==> config.mk <==
export PLATFORM = sky130hd
export DESIGN_NAME = iso_timestamp_to_epoch_ms_core
export DESIGN_NICKNAME = d
export VERILOG_FILES = /design/src/isoep_pkg.sv /design/src/iso_timestamp_to_epoch_ms_core.sv /design/src/isoep_front.sv /design/src/isoep_queue.sv /design/src/isoep_back.sv
export SDC_FILE = /design/constraint.sdc
export NUM_CORES = 2
export LEC_CHECK = 0
export ABC_AREA = 1
export CAP_MARGIN = 15
export CELL_PAD_IN_SITES_DETAIL_PLACEMENT = 2
export CELL_PAD_IN_SITES_GLOBAL_PLACEMENT = 2
export CORE_MARGIN = 3
export CORE_UTILIZATION = 46
export CTS_BUF_LIST = sky130_fd_sc_hd__clkbuf_8
export DETAILED_ROUTE_END_ITERATION = 8
export DONT_BUFFER_PORTS = 1
export GPL_TIMING_DRIVEN = 0
export HOLD_SLACK_MARGIN = 0.15
export PLACE_DENSITY_LB_ADDON = 0.1
export SLEW_MARGIN = 20
export SYNTH_ARGS = -nofsm -noshare
export SYNTH_HDL_FRONTEND = slang
export SYNTH_SLANG_ARGS = --single-unit
==> constraint.sdc <==
create_clock -name clk -period 18.5 [get_ports clk]
set_input_delay 1.85 -clock clk [delete_from_list [all_inputs] [get_ports clk]]
set_output_delay 1.85 -clock clk [all_outputs]
set_load 0.02 [all_outputs]
==> src/isoep_pkg.sv <==
// isoep_pkg: shared types and field widths for the timestamp to epoch converter
// no dependencies; imported by every module of the block
`timescale 1ns / 1ps
`default_nettype none

package isoep_pkg;

  localparam int YEAR_W   = 14;
  localparam int FIELD_W  = 7;
  localparam int MILLIS_W = 10;
  localparam int FCNT_W   = 2;

  // one parsed timestamp handed from the parser to the converter
  typedef struct packed {
    logic                ok;
    logic [YEAR_W-1:0]   year;
    logic [FIELD_W-1:0]  month;
    logic [FIELD_W-1:0]  day;
    logic [FIELD_W-1:0]  hour;
    logic [FIELD_W-1:0]  minute;
    logic [FIELD_W-1:0]  second;
    logic [MILLIS_W-1:0] millis;
    logic [FCNT_W-1:0]   frac_cnt;
    logic                zone_neg;
    logic [FIELD_W-1:0]  zone_hour;
    logic [FIELD_W-1:0]  zone_minute;
  } rec_t;

endpackage

`default_nettype wire

==> src/iso_timestamp_to_epoch_ms_core.sv <==
// iso_timestamp_to_epoch_ms_core: top level of the timestamp to epoch converter
// depends on isoep_pkg, isoep_front, isoep_queue, isoep_back
`timescale 1ns / 1ps
`default_nettype none

// Takes an ISO-8601 timestamp one character per transfer and gives one result
// (valid flag and UTC epoch milliseconds) per timestamp, which last_char ends.
// The parser takes a character every cycle. Each finished timestamp goes into
// a queue of QUEUE_DEPTH entries; the converter finishes one entry before it
// pops the next (a sequencer stepping through the divide by 400, day count and
// millisecond scaling) and holds the result in an output register. A well-formed
// timestamp has at least 19 characters and flows at one character per cycle;
// short malformed text or a stalled result can fill the queue, and the input
// stalls only while the queue is full.

module iso_timestamp_to_epoch_ms_core import isoep_pkg::*; #(
  parameter int QUEUE_DEPTH = 2
) (
  input  logic        clk,
  input  logic        rst,
  input  logic        in_valid,
  output logic        in_stall,
  input  logic [7:0]  char_code,
  input  logic        last_char,
  output logic        out_valid,
  input  logic        out_stall,
  output logic        valid_res,
  output logic [47:0] epoch_ms
);

  logic push;
  rec_t push_rec;
  logic q_full;
  logic q_valid;
  rec_t q_rec;
  logic pop;

  isoep_front u_front (
    .clk       (clk),
    .rst       (rst),
    .in_valid  (in_valid),
    .in_stall  (in_stall),
    .char_code (char_code),
    .last_char (last_char),
    .q_full    (q_full),
    .push      (push),
    .push_rec  (push_rec)
  );

  isoep_queue #(
    .DEPTH (QUEUE_DEPTH)
  ) u_queue (
    .clk      (clk),
    .rst      (rst),
    .push     (push),
    .push_rec (push_rec),
    .full     (q_full),
    .pop      (pop),
    .valid    (q_valid),
    .pop_rec  (q_rec)
  );

  isoep_back u_back (
    .clk       (clk),
    .rst       (rst),
    .q_valid   (q_valid),
    .q_rec     (q_rec),
    .pop       (pop),
    .out_valid (out_valid),
    .out_stall (out_stall),
    .valid_res (valid_res),
    .epoch_ms  (epoch_ms)
  );

  a_invalid_zero: assert property (@(posedge clk) disable iff (rst)
    out_valid && !valid_res |-> epoch_ms == 48'd0)
    else $error("invalid result with nonzero epoch_ms");

  a_ms_range: assert property (@(posedge clk) disable iff (rst)
    out_valid && valid_res |-> epoch_ms <= 48'd253402387139999)
    else $error("epoch_ms beyond largest representable timestamp");

  a_stall_queue: assert property (@(posedge clk) disable iff (rst)
    in_stall |-> q_valid)
    else $error("input stalled while queue is empty");

  a_reset_out: assert property (@(posedge clk)
    $past(rst) |-> !out_valid)
    else $error("result pending right after reset");

endmodule

`default_nettype wire

==> src/isoep_front.sv <==
// isoep_front: character parser, one character per transfer
// depends on isoep_pkg; hands one rec_t per timestamp to the queue
`timescale 1ns / 1ps
`default_nettype none

module isoep_front import isoep_pkg::*; (
  input  logic       clk,
  input  logic       rst,
  input  logic       in_valid,
  output logic       in_stall,
  input  logic [7:0] char_code,
  input  logic       last_char,
  input  logic       q_full,
  output logic       push,
  output rec_t       push_rec
);

  typedef enum logic [1:0] {PH_FIXED, PH_AFTER_SEC, PH_FRAC, PH_ZONE} phase_t;

  localparam logic [7:0] CH_NUL   = 8'h00;
  localparam logic [7:0] CH_SPACE = 8'h20;
  localparam logic [7:0] CH_PLUS  = 8'h2b;
  localparam logic [7:0] CH_DASH  = 8'h2d;
  localparam logic [7:0] CH_DOT   = 8'h2e;
  localparam logic [7:0] CH_ZERO  = 8'h30;
  localparam logic [7:0] CH_NINE  = 8'h39;
  localparam logic [7:0] CH_COLON = 8'h3a;
  localparam logic [7:0] CH_T     = 8'h54;
  localparam logic [7:0] CH_Z     = 8'h5a;

  localparam logic [4:0] POS_DASH1  = 5'd4;
  localparam logic [4:0] POS_DASH2  = 5'd7;
  localparam logic [4:0] POS_TSEP   = 5'd10;
  localparam logic [4:0] POS_COLON1 = 5'd13;
  localparam logic [4:0] POS_COLON2 = 5'd16;
  localparam logic [4:0] POS_LAST   = 5'd18;
  localparam logic [4:0] ZPOS_COLON = 5'd2;
  localparam logic [4:0] ZPOS_LAST  = 5'd4;
  localparam logic [FCNT_W-1:0] FRAC_MAX = 2'd3;

  logic [4:0]          pos, pos_next;
  phase_t              phase, phase_next;
  logic                failed, failed_next;
  logic                suffix_done, suffix_done_next;
  logic [YEAR_W-1:0]   year_acc, year_acc_next;
  logic [FIELD_W-1:0]  month_acc, month_acc_next;
  logic [FIELD_W-1:0]  day_acc, day_acc_next;
  logic [FIELD_W-1:0]  hour_acc, hour_acc_next;
  logic [FIELD_W-1:0]  minute_acc, minute_acc_next;
  logic [FIELD_W-1:0]  second_acc, second_acc_next;
  logic [MILLIS_W-1:0] millis_acc, millis_acc_next;
  logic [FCNT_W-1:0]   frac_cnt, frac_cnt_next;
  logic                zone_neg, zone_neg_next;
  logic [FIELD_W-1:0]  zone_hour_acc, zone_hour_acc_next;
  logic [FIELD_W-1:0]  zone_minute_acc, zone_minute_acc_next;

  logic       accept;
  logic       is_dig;
  logic [3:0] dig;
  logic       do_suffix;
  logic       fin_failed;
  logic       fin_done;

  assign in_stall = q_full;
  assign accept   = in_valid && !q_full;
  assign push     = accept && last_char;
  assign is_dig   = (char_code >= CH_ZERO) && (char_code <= CH_NINE);
  assign dig      = char_code[3:0];

  always_comb begin
    pos_next             = pos;
    phase_next           = phase;
    failed_next          = failed;
    suffix_done_next     = suffix_done;
    year_acc_next        = year_acc;
    month_acc_next       = month_acc;
    day_acc_next         = day_acc;
    hour_acc_next        = hour_acc;
    minute_acc_next      = minute_acc;
    second_acc_next      = second_acc;
    millis_acc_next      = millis_acc;
    frac_cnt_next        = frac_cnt;
    zone_neg_next        = zone_neg;
    zone_hour_acc_next   = zone_hour_acc;
    zone_minute_acc_next = zone_minute_acc;
    do_suffix            = 1'b0;

    if (!failed && !suffix_done) begin
      case (phase)
        PH_FIXED: begin
          case (pos) inside
            POS_DASH1, POS_DASH2: begin
              if (char_code != CH_DASH) failed_next = 1'b1;
            end
            POS_TSEP: begin
              if (char_code != CH_T && char_code != CH_SPACE) failed_next = 1'b1;
            end
            POS_COLON1, POS_COLON2: begin
              if (char_code != CH_COLON) failed_next = 1'b1;
            end
            default: begin
              if (!is_dig) begin
                failed_next = 1'b1;
              end else if (pos < POS_DASH1) begin
                year_acc_next = YEAR_W'(year_acc * YEAR_W'(10) + YEAR_W'(dig));
              end else if (pos < POS_DASH2) begin
                month_acc_next = FIELD_W'(month_acc * FIELD_W'(10) + FIELD_W'(dig));
              end else if (pos < POS_TSEP) begin
                day_acc_next = FIELD_W'(day_acc * FIELD_W'(10) + FIELD_W'(dig));
              end else if (pos < POS_COLON1) begin
                hour_acc_next = FIELD_W'(hour_acc * FIELD_W'(10) + FIELD_W'(dig));
              end else if (pos < POS_COLON2) begin
                minute_acc_next = FIELD_W'(minute_acc * FIELD_W'(10) + FIELD_W'(dig));
              end else begin
                second_acc_next = FIELD_W'(second_acc * FIELD_W'(10) + FIELD_W'(dig));
              end
            end
          endcase
          if (!failed_next) begin
            if (pos == POS_LAST) begin
              phase_next = PH_AFTER_SEC;
              pos_next   = '0;
            end else begin
              pos_next = pos + 5'd1;
            end
          end
        end
        PH_AFTER_SEC: begin
          if (char_code == CH_DOT) phase_next = PH_FRAC;
          else do_suffix = 1'b1;
        end
        PH_FRAC: begin
          if (is_dig) begin
            if (frac_cnt < FRAC_MAX) begin
              millis_acc_next = MILLIS_W'(millis_acc * MILLIS_W'(10) + MILLIS_W'(dig));
              frac_cnt_next   = frac_cnt + 2'd1;
            end
          end else begin
            do_suffix = 1'b1;
          end
        end
        PH_ZONE: begin
          if (pos == ZPOS_COLON) begin
            if (char_code != CH_COLON) failed_next = 1'b1;
          end else if (!is_dig) begin
            failed_next = 1'b1;
          end else if (pos < ZPOS_COLON) begin
            zone_hour_acc_next = FIELD_W'(zone_hour_acc * FIELD_W'(10) + FIELD_W'(dig));
          end else begin
            zone_minute_acc_next = FIELD_W'(zone_minute_acc * FIELD_W'(10) + FIELD_W'(dig));
          end
          if (!failed_next) begin
            pos_next = pos + 5'd1;
            if (pos == ZPOS_LAST) suffix_done_next = 1'b1;
          end
        end
        default: failed_next = 1'b1;
      endcase

      if (do_suffix) begin
        if (char_code == CH_Z || char_code == CH_NUL) begin
          suffix_done_next = 1'b1;
        end else if (char_code == CH_PLUS || char_code == CH_DASH) begin
          zone_neg_next = (char_code == CH_DASH);
          phase_next    = PH_ZONE;
          pos_next      = '0;
        end else begin
          failed_next = 1'b1;
        end
      end
    end

    // end of text right after seconds or fraction counts as utc
    fin_failed = failed_next;
    fin_done   = suffix_done_next;
    if (!failed_next && !suffix_done_next) begin
      if (phase_next == PH_AFTER_SEC || phase_next == PH_FRAC) fin_done = 1'b1;
      else fin_failed = 1'b1;
    end

    push_rec.ok          = !fin_failed && fin_done;
    push_rec.year        = year_acc_next;
    push_rec.month       = month_acc_next;
    push_rec.day         = day_acc_next;
    push_rec.hour        = hour_acc_next;
    push_rec.minute      = minute_acc_next;
    push_rec.second      = second_acc_next;
    push_rec.millis      = millis_acc_next;
    push_rec.frac_cnt    = frac_cnt_next;
    push_rec.zone_neg    = zone_neg_next;
    push_rec.zone_hour   = zone_hour_acc_next;
    push_rec.zone_minute = zone_minute_acc_next;
  end

  always_ff @(posedge clk) begin
    if (rst || push) begin
      pos             <= '0;
      phase           <= PH_FIXED;
      failed          <= 1'b0;
      suffix_done     <= 1'b0;
      year_acc        <= '0;
      month_acc       <= '0;
      day_acc         <= '0;
      hour_acc        <= '0;
      minute_acc      <= '0;
      second_acc      <= '0;
      millis_acc      <= '0;
      frac_cnt        <= '0;
      zone_neg        <= 1'b0;
      zone_hour_acc   <= '0;
      zone_minute_acc <= '0;
    end else if (accept) begin
      pos             <= pos_next;
      phase           <= phase_next;
      failed          <= failed_next;
      suffix_done     <= suffix_done_next;
      year_acc        <= year_acc_next;
      month_acc       <= month_acc_next;
      day_acc         <= day_acc_next;
      hour_acc        <= hour_acc_next;
      minute_acc      <= minute_acc_next;
      second_acc      <= second_acc_next;
      millis_acc      <= millis_acc_next;
      frac_cnt        <= frac_cnt_next;
      zone_neg        <= zone_neg_next;
      zone_hour_acc   <= zone_hour_acc_next;
      zone_minute_acc <= zone_minute_acc_next;
    end
  end

endmodule

`default_nettype wire

==> src/isoep_queue.sv <==
// isoep_queue: small fifo of parsed timestamps between parser and converter
// depends on isoep_pkg for rec_t
`timescale 1ns / 1ps
`default_nettype none

module isoep_queue import isoep_pkg::*; #(
  parameter int DEPTH = 2
) (
  input  logic clk,
  input  logic rst,
  input  logic push,
  input  rec_t push_rec,
  output logic full,
  input  logic pop,
  output logic valid,
  output rec_t pop_rec
);

  localparam int PW = (DEPTH > 1) ? $clog2(DEPTH) : 1;
  localparam int CW = $clog2(DEPTH + 1);
  localparam logic [PW-1:0] LAST_IDX = PW'(DEPTH - 1);
  localparam logic [CW-1:0] FULL_CNT = CW'(DEPTH);

  rec_t          entries [DEPTH];
  logic [PW-1:0] wr_ptr;
  logic [PW-1:0] rd_ptr;
  logic [CW-1:0] count;
  logic          do_push;
  logic          do_pop;

  assign full    = (count == FULL_CNT);
  assign valid   = (count != '0);
  assign do_push = push && !full;
  assign do_pop  = pop && valid;
  assign pop_rec = entries[rd_ptr];

  always_ff @(posedge clk) begin
    if (do_push) entries[wr_ptr] <= push_rec;
  end

  always_ff @(posedge clk) begin
    if (rst) begin
      wr_ptr <= '0;
      rd_ptr <= '0;
      count  <= '0;
    end else begin
      if (do_push) wr_ptr <= (wr_ptr == LAST_IDX) ? '0 : wr_ptr + PW'(1);
      if (do_pop) rd_ptr <= (rd_ptr == LAST_IDX) ? '0 : rd_ptr + PW'(1);
      case ({do_push, do_pop})
        2'b10:   count <= count + CW'(1);
        2'b01:   count <= count - CW'(1);
        default: count <= count;
      endcase
    end
  end

endmodule

`default_nettype wire

==> src/isoep_back.sv <==
// isoep_back: range checks and days-from-civil; one step per unstalled cycle
// depends on isoep_pkg; drains rec_t from the queue, owns the result register
`timescale 1ns / 1ps
`default_nettype none

module isoep_back import isoep_pkg::*; (
  input  logic        clk,
  input  logic        rst,
  input  logic        q_valid,
  input  rec_t        q_rec,
  output logic        pop,
  output logic        out_valid,
  input  logic        out_stall,
  output logic        valid_res,
  output logic [47:0] epoch_ms
);

  typedef enum logic [3:0] {
    S_IDLE, S_QYEAR, S_RYEAR, S_QADJ, S_RADJ, S_DOE, S_DAYS,
    S_SECS1, S_SECS2, S_MS1, S_MS2, S_OUT
  } state_t;

  localparam logic [YEAR_W-1:0] YEAR_MIN     = YEAR_W'(1970);
  localparam logic [12:0]       DIV400_MUL   = 13'd5243;
  localparam int                DIV400_SHIFT = 21;
  localparam int                PROD_W       = YEAR_W + 13;
  localparam logic [24:0]       DAYS_PER_ERA = 25'd146097;
  localparam logic [24:0]       EPOCH_OFFSET = 25'd719468;

  function automatic logic [4:0] month_len(input logic [FIELD_W-1:0] m, input logic leap);
    logic [4:0] len;
    case (m) inside
      7'd1, 7'd3, 7'd5, 7'd7, 7'd8, 7'd10, 7'd12: len = 5'd31;
      7'd4, 7'd6, 7'd9, 7'd11:                    len = 5'd30;
      7'd2:                                       len = leap ? 5'd29 : 5'd28;
      default:                                    len = 5'd0;
    endcase
    return len;
  endfunction

  // days before the month in a year that starts in march
  function automatic logic [8:0] month_offset(input logic [FIELD_W-1:0] m);
    logic [8:0] off;
    case (m)
      7'd3:    off = 9'd0;
      7'd4:    off = 9'd31;
      7'd5:    off = 9'd61;
      7'd6:    off = 9'd92;
      7'd7:    off = 9'd122;
      7'd8:    off = 9'd153;
      7'd9:    off = 9'd184;
      7'd10:   off = 9'd214;
      7'd11:   off = 9'd245;
      7'd12:   off = 9'd275;
      7'd1:    off = 9'd306;
      7'd2:    off = 9'd337;
      default: off = 9'd0;
    endcase
    return off;
  endfunction

  state_t               state;
  rec_t                 rec;
  logic [5:0]           q_r;
  logic [8:0]           yoe_r;
  logic [5:0]           era_r;
  logic [8:0]           doy_r;
  logic [17:0]          doe_r;
  logic                 ok_r;
  logic signed [24:0]   days_r;
  logic signed [42:0]   dsec_r;
  logic [18:0]          tod_r;
  logic [18:0]          zone_r;
  logic [9:0]           frac_r;
  logic signed [42:0]   secs_r;
  logic                 neg_r;
  logic [47:0]          m24_r;
  logic                 res_valid;
  logic [47:0]          res_ms;

  logic [YEAR_W-1:0]    year_adj;
  logic [YEAR_W-1:0]    div_in;
  logic [PROD_W-1:0]    div_prod;
  logic [14:0]          rem_full;
  logic [8:0]           rem;
  logic                 leap;
  logic [4:0]           mlen;
  logic [1:0]           c100;
  logic [24:0]          days_u;
  logic [47:0]          secs48;
  logic [47:0]          ms_sum;

  assign pop      = (state == S_IDLE) && q_valid;
  assign year_adj = rec.year - ((rec.month <= 7'd2) ? YEAR_W'(1) : YEAR_W'(0));
  assign div_in   = (state == S_QYEAR || state == S_RYEAR) ? rec.year : year_adj;
  assign div_prod = PROD_W'(div_in) * PROD_W'(DIV400_MUL);
  assign rem_full = 15'(div_in) - 15'(q_r) * 15'd400;
  assign rem      = rem_full[8:0];
  assign leap     = (rem == 9'd0) ||
                    ((rec.year[1:0] == 2'd0) &&
                     !(rem == 9'd100 || rem == 9'd200 || rem == 9'd300));
  assign mlen     = month_len(rec.month, leap);
  assign c100     = 2'((yoe_r >= 9'd100) ? 1 : 0) + 2'((yoe_r >= 9'd200) ? 1 : 0) +
                    2'((yoe_r >= 9'd300) ? 1 : 0);
  assign days_u   = 25'(era_r) * DAYS_PER_ERA + 25'(doe_r);
  assign secs48   = 48'(secs_r);
  assign ms_sum   = (secs48 << 10) - m24_r + 48'(frac_r);

  always_ff @(posedge clk) begin
    if (rst) begin
      state     <= S_IDLE;
      out_valid <= 1'b0;
    end else begin
      if (out_valid && !out_stall && state != S_OUT) out_valid <= 1'b0;
      case (state)
        S_IDLE: begin
          if (q_valid) begin
            rec   <= q_rec;
            state <= S_QYEAR;
          end
        end
        S_QYEAR: begin
          q_r   <= div_prod[PROD_W-1:DIV400_SHIFT];
          state <= S_RYEAR;
        end
        S_RYEAR: begin
          ok_r <= rec.ok && (rec.year >= YEAR_MIN) && (rec.month >= 7'd1) &&
                  (rec.month <= 7'd12) && (rec.day >= 7'd1) &&
                  (rec.day <= 7'(mlen)) && (rec.hour <= 7'd23) &&
                  (rec.minute <= 7'd59) && (rec.second <= 7'd59) &&
                  (rec.zone_hour <= 7'd23) && (rec.zone_minute <= 7'd59);
          state <= S_QADJ;
        end
        S_QADJ: begin
          q_r   <= div_prod[PROD_W-1:DIV400_SHIFT];
          state <= S_RADJ;
        end
        S_RADJ: begin
          era_r <= q_r;
          yoe_r <= rem;
          doy_r <= 9'(month_offset(rec.month) + 9'(rec.day) - 9'd1);
          state <= S_DOE;
        end
        S_DOE: begin
          doe_r <= 18'(yoe_r) * 18'd365 + 18'(yoe_r >> 2) - 18'(c100) + 18'(doy_r);
          state <= S_DAYS;
        end
        S_DAYS: begin
          days_r <= signed'(days_u - EPOCH_OFFSET);
          state  <= S_SECS1;
        end
        S_SECS1: begin
          dsec_r <= 43'(days_r) * 43'sd86400;
          tod_r  <= 19'(rec.hour) * 19'd3600 + 19'(rec.minute) * 19'd60 + 19'(rec.second);
          zone_r <= 19'(rec.zone_hour) * 19'd3600 + 19'(rec.zone_minute) * 19'd60;
          case (rec.frac_cnt)
            2'd1:    frac_r <= 10'(rec.millis * 10'd100);
            2'd2:    frac_r <= 10'(rec.millis * 10'd10);
            2'd3:    frac_r <= rec.millis;
            default: frac_r <= '0;
          endcase
          state <= S_SECS2;
        end
        S_SECS2: begin
          if (rec.zone_neg) secs_r <= dsec_r + signed'(43'(tod_r)) + signed'(43'(zone_r));
          else secs_r <= dsec_r + signed'(43'(tod_r)) - signed'(43'(zone_r));
          state <= S_MS1;
        end
        S_MS1: begin
          neg_r <= secs_r[42];
          m24_r <= (secs48 << 4) + (secs48 << 3);
          state <= S_MS2;
        end
        S_MS2: begin
          res_valid <= ok_r && !neg_r;
          res_ms    <= (ok_r && !neg_r) ? ms_sum : '0;
          state     <= S_OUT;
        end
        S_OUT: begin
          if (!out_valid || !out_stall) begin
            out_valid <= 1'b1;
            valid_res <= res_valid;
            epoch_ms  <= res_ms;
            state     <= S_IDLE;
          end
        end
        default: state <= S_IDLE;
      endcase
    end
  end

endmodule

`default_nettype wire

==> flow_summary.ini <==
[status]
outcome = finished, final reports clean

[cts]
clkSinkCount = 667
cts_buffers = 121
clk_pin_slew_ns = 0.08
htreeDepth = 3
post_cts_resized = 0
clockBufferDepth = 3
postCtsSetupBuffers = 0
root_buffer = clkbuf_8
clkLatencyLatePin_ns = 0.87
cts_hold_buf = 0
tritoncts = done

[logic_synthesis]
synth.distinct_cells = 66
yosysWarnings = 0
synth_flop_cell = edfxtp_1
netlist_instances = 6151
syn_area_um2 = 55600
post_synth_main_area_contributors = edfxtp_1 (31%), ha_1 (18%), fa_1 (9.9%)
synth_edf_count = 573
synthesis.nets = 7224
post-synth-top-count-cell = inv_1
synth_area_per_cell_um2 = 9.05
yosys.area.top_type = edfxtp_1
synth_top_area_share = 0.309
synth.top_cells.by_count = inv_1 (1153), nand2_1 (919), ha_1 (785), edfxtp_1 (573), a21oi_1 (467)
async_flop_share = 0
ys_seq_area_frac = 0.343
synth-seq-cells = 667

[grt]
grtUsageTotal = 0.386
grt_pass1_wl_um = 371000
antenna_found_initial = 5
overflow = 0
grt_pass1_vias = 57100
grt_max_degree = 30

[pwr]
power.density_nw_per_um2 = 181
peakVddDrop_v = 0.000263
leakage_nw = 28.1

[routing]
viasPerCell = 6.11
routedWlPerCell_um = 30.5
antenna_left = 0
vias = 48900
wirelength_um = 245000
drc = 0
drt_iter0_markers = 3599
first_pass_iters = 6

[finish]
multi_input_area_um2 = 32000
nFillCells = 12800
regArea_um2 = 19100
stdcell_area_um2 = 60600
areaGrowthSynthToFinish_pct = 8.89
final_util = 0.509
drive_gt1_frac = 0.0482
nets = 7379

[setup_path]
end_kind = register
arrival_ns = 10.04
critPathMaxFanout = 6
worstRegToRegCells = 27
worstPathRequired_ns = 19.08
crit_type = register to register
cp-start-kind = register

[floorplanning]
start_util = 0.467
die_x_um = 354
core_area_um2 = 119000
top_level_ports = 64
die-area_um2 = 125000
rows = 126
die_y_um = 354

[worst_hold_path]
hp-class = register to register
hold_depth = 0

[timing]
setup_viol = 0
fin_crit_sh = 0.511
rsz0062_at_grt = false
min_period_ns = 9.46
worst_pin_slew_ns = 1.18
finalSetupTns_ns = 0
hold_violations = 0
fin_worst_skew_ns = 0.0663
slew_headroom = 0.212
final-max-slew-violation-count = 0
max_clock_freq_mhz = 106

[placed_design]
portBuffers = 0
gp_congestion = 0.874
placed_cell_area_um2 = 58100
dp_hpwl_um = 162000

[flow_run]
maxCapViolCount = 0
==> kinds of logic after synthesis <==
family          count (synthesis)  synth area share
xor+xnor                      356            0.0560
fa+ha+maj                    1060             0.275
flops                         667             0.343
buf+inv                      1228            0.0835
simple gates                 1737             0.131
mux                             1          0.000180
compound gates               1102             0.110
==> routing by layer <==
layer	up-vias	share of wire	track usage
li1	20800	-	-
met3	1019	0.049	0.0624
met5	-	0.00014	0
met1	25100	0.37	0.418
met4	4	0.069	0.241
met2	2066	0.52	0.702
==> area by class of cell <==
cell class,instances,area share
Tap cell,1600,0.0330
Buffer,68,0.00483
Antenna cell,3,0.000124
Sequential cell,667,0.315
Clock buffer,138,0.0314
Timing Repair Buffer,32,0.00682
Clock inverter,90,0.00911
Multi-Input combinational cell,4256,0.528
Inverter,1160,0.0719
==> path summary, 6_finish.rpt <==
check	from	endpoint	slack [ns]
worst max-delay path	u_back.rec[61]$_DFFE_PP_	u_back.q_r[4]$_DFFE_PP_	9.04
worst min-delay path	u_back.res_ms[43]$_SDFFCE_PN0P_	u_back.epoch_ms[43]$_DFFE_PP_	0.41
worst max register to register	u_back.rec[61]$_DFFE_PP_	u_back.q_r[4]$_DFFE_PP_	9.04
worst min register to register	u_back.res_ms[43]$_SDFFCE_PN0P_	u_back.epoch_ms[43]$_DFFE_PP_	0.41
==> sequential cells by signal (all words and copies together), names as in the netlist, 7 cells and up <==
signal	flops
u_back.doe_r	18
u_back.frac_r	10
u_front.hour_acc	7
u_front.millis_acc	10
u_back.epoch_ms	48
u_back.dsec_r	36
u_queue.entries	154
u_front.zone_hour_acc	7
u_front.second_acc	7
u_front.minute_acc	7
u_front.month_acc	7
u_back.doy_r	9
u_back.tod_r	19
u_back.zone_r	17
u_back.days_r	25
u_back.rec	77
u_front.day_acc	7
u_back.m24_r	44
u_front.zone_minute_acc	7
u_back.secs_r	43
u_back.res_ms	48
u_front.year_acc	14
u_back.yoe_r	9
==> cell usage in the layout (no fill, tap or decap), drive strengths merged, types with 72 or more instances in the layout <==
cell type     n
a21oi       472
clkbuf      186
dfxtp        94
edfxtp      573
fa          275
ha          785
inv        1201
nand2       923
nand3       182
nor2        435
nor3         72
o21ai       401
xnor2       124
xor2        232
==> where the power goes <==
part / total (W) / switching, W / internal, W
logic: 0.00729 / 0.00501 / 0.00228
registers: 0.00213 / 0.000144 / 0.00199
clock network: 0.00155 / 0.000807 / 0.000748
==> per-stage QoR <==
stage	instances	hold slack, ns	setup WS (ns)	total power [W]
2_1_floorplan	6151	0.400	10.22	0.00619
3_3_place_gp	7751	0.404	7.93	0.00743
3_5_place_dp	7783	0.405	10.20	0.00844
4_1_cts	8011	0.409	9.44	0.0107
5_1_grt	8013	0.401	8.91	0.0114
6_report	8014	0.409	9.04	0.0110
==> critical path, cell delays in order, from the launching register on <==
cell and delay, ns:
edfxtp_1 0.42, nor2_1 0.14, nand2_1 0.22, nor2_1 0.28, nand3_1 0.19, nand2_1 0.16, ha_1 0.33, nand4_4 0.14
nor2_2 0.16, inv_2 0.09, nor3_1 0.35, nand3_1 0.22, xor2_1 0.67, inv_1 0.41, ha_1 0.51, fa_1 0.57
inv_1 0.06, fa_1 0.53, inv_1 0.09, fa_1 0.49, fa_1 0.47, ha_1 0.40, nand2_1 0.17, nor4_1 0.78
o31ai_1 0.37, o211ai_1 0.33, a21oi_1 0.16, xor2_1 0.49
Note: power is estimated with default switching activity, not from simulation.
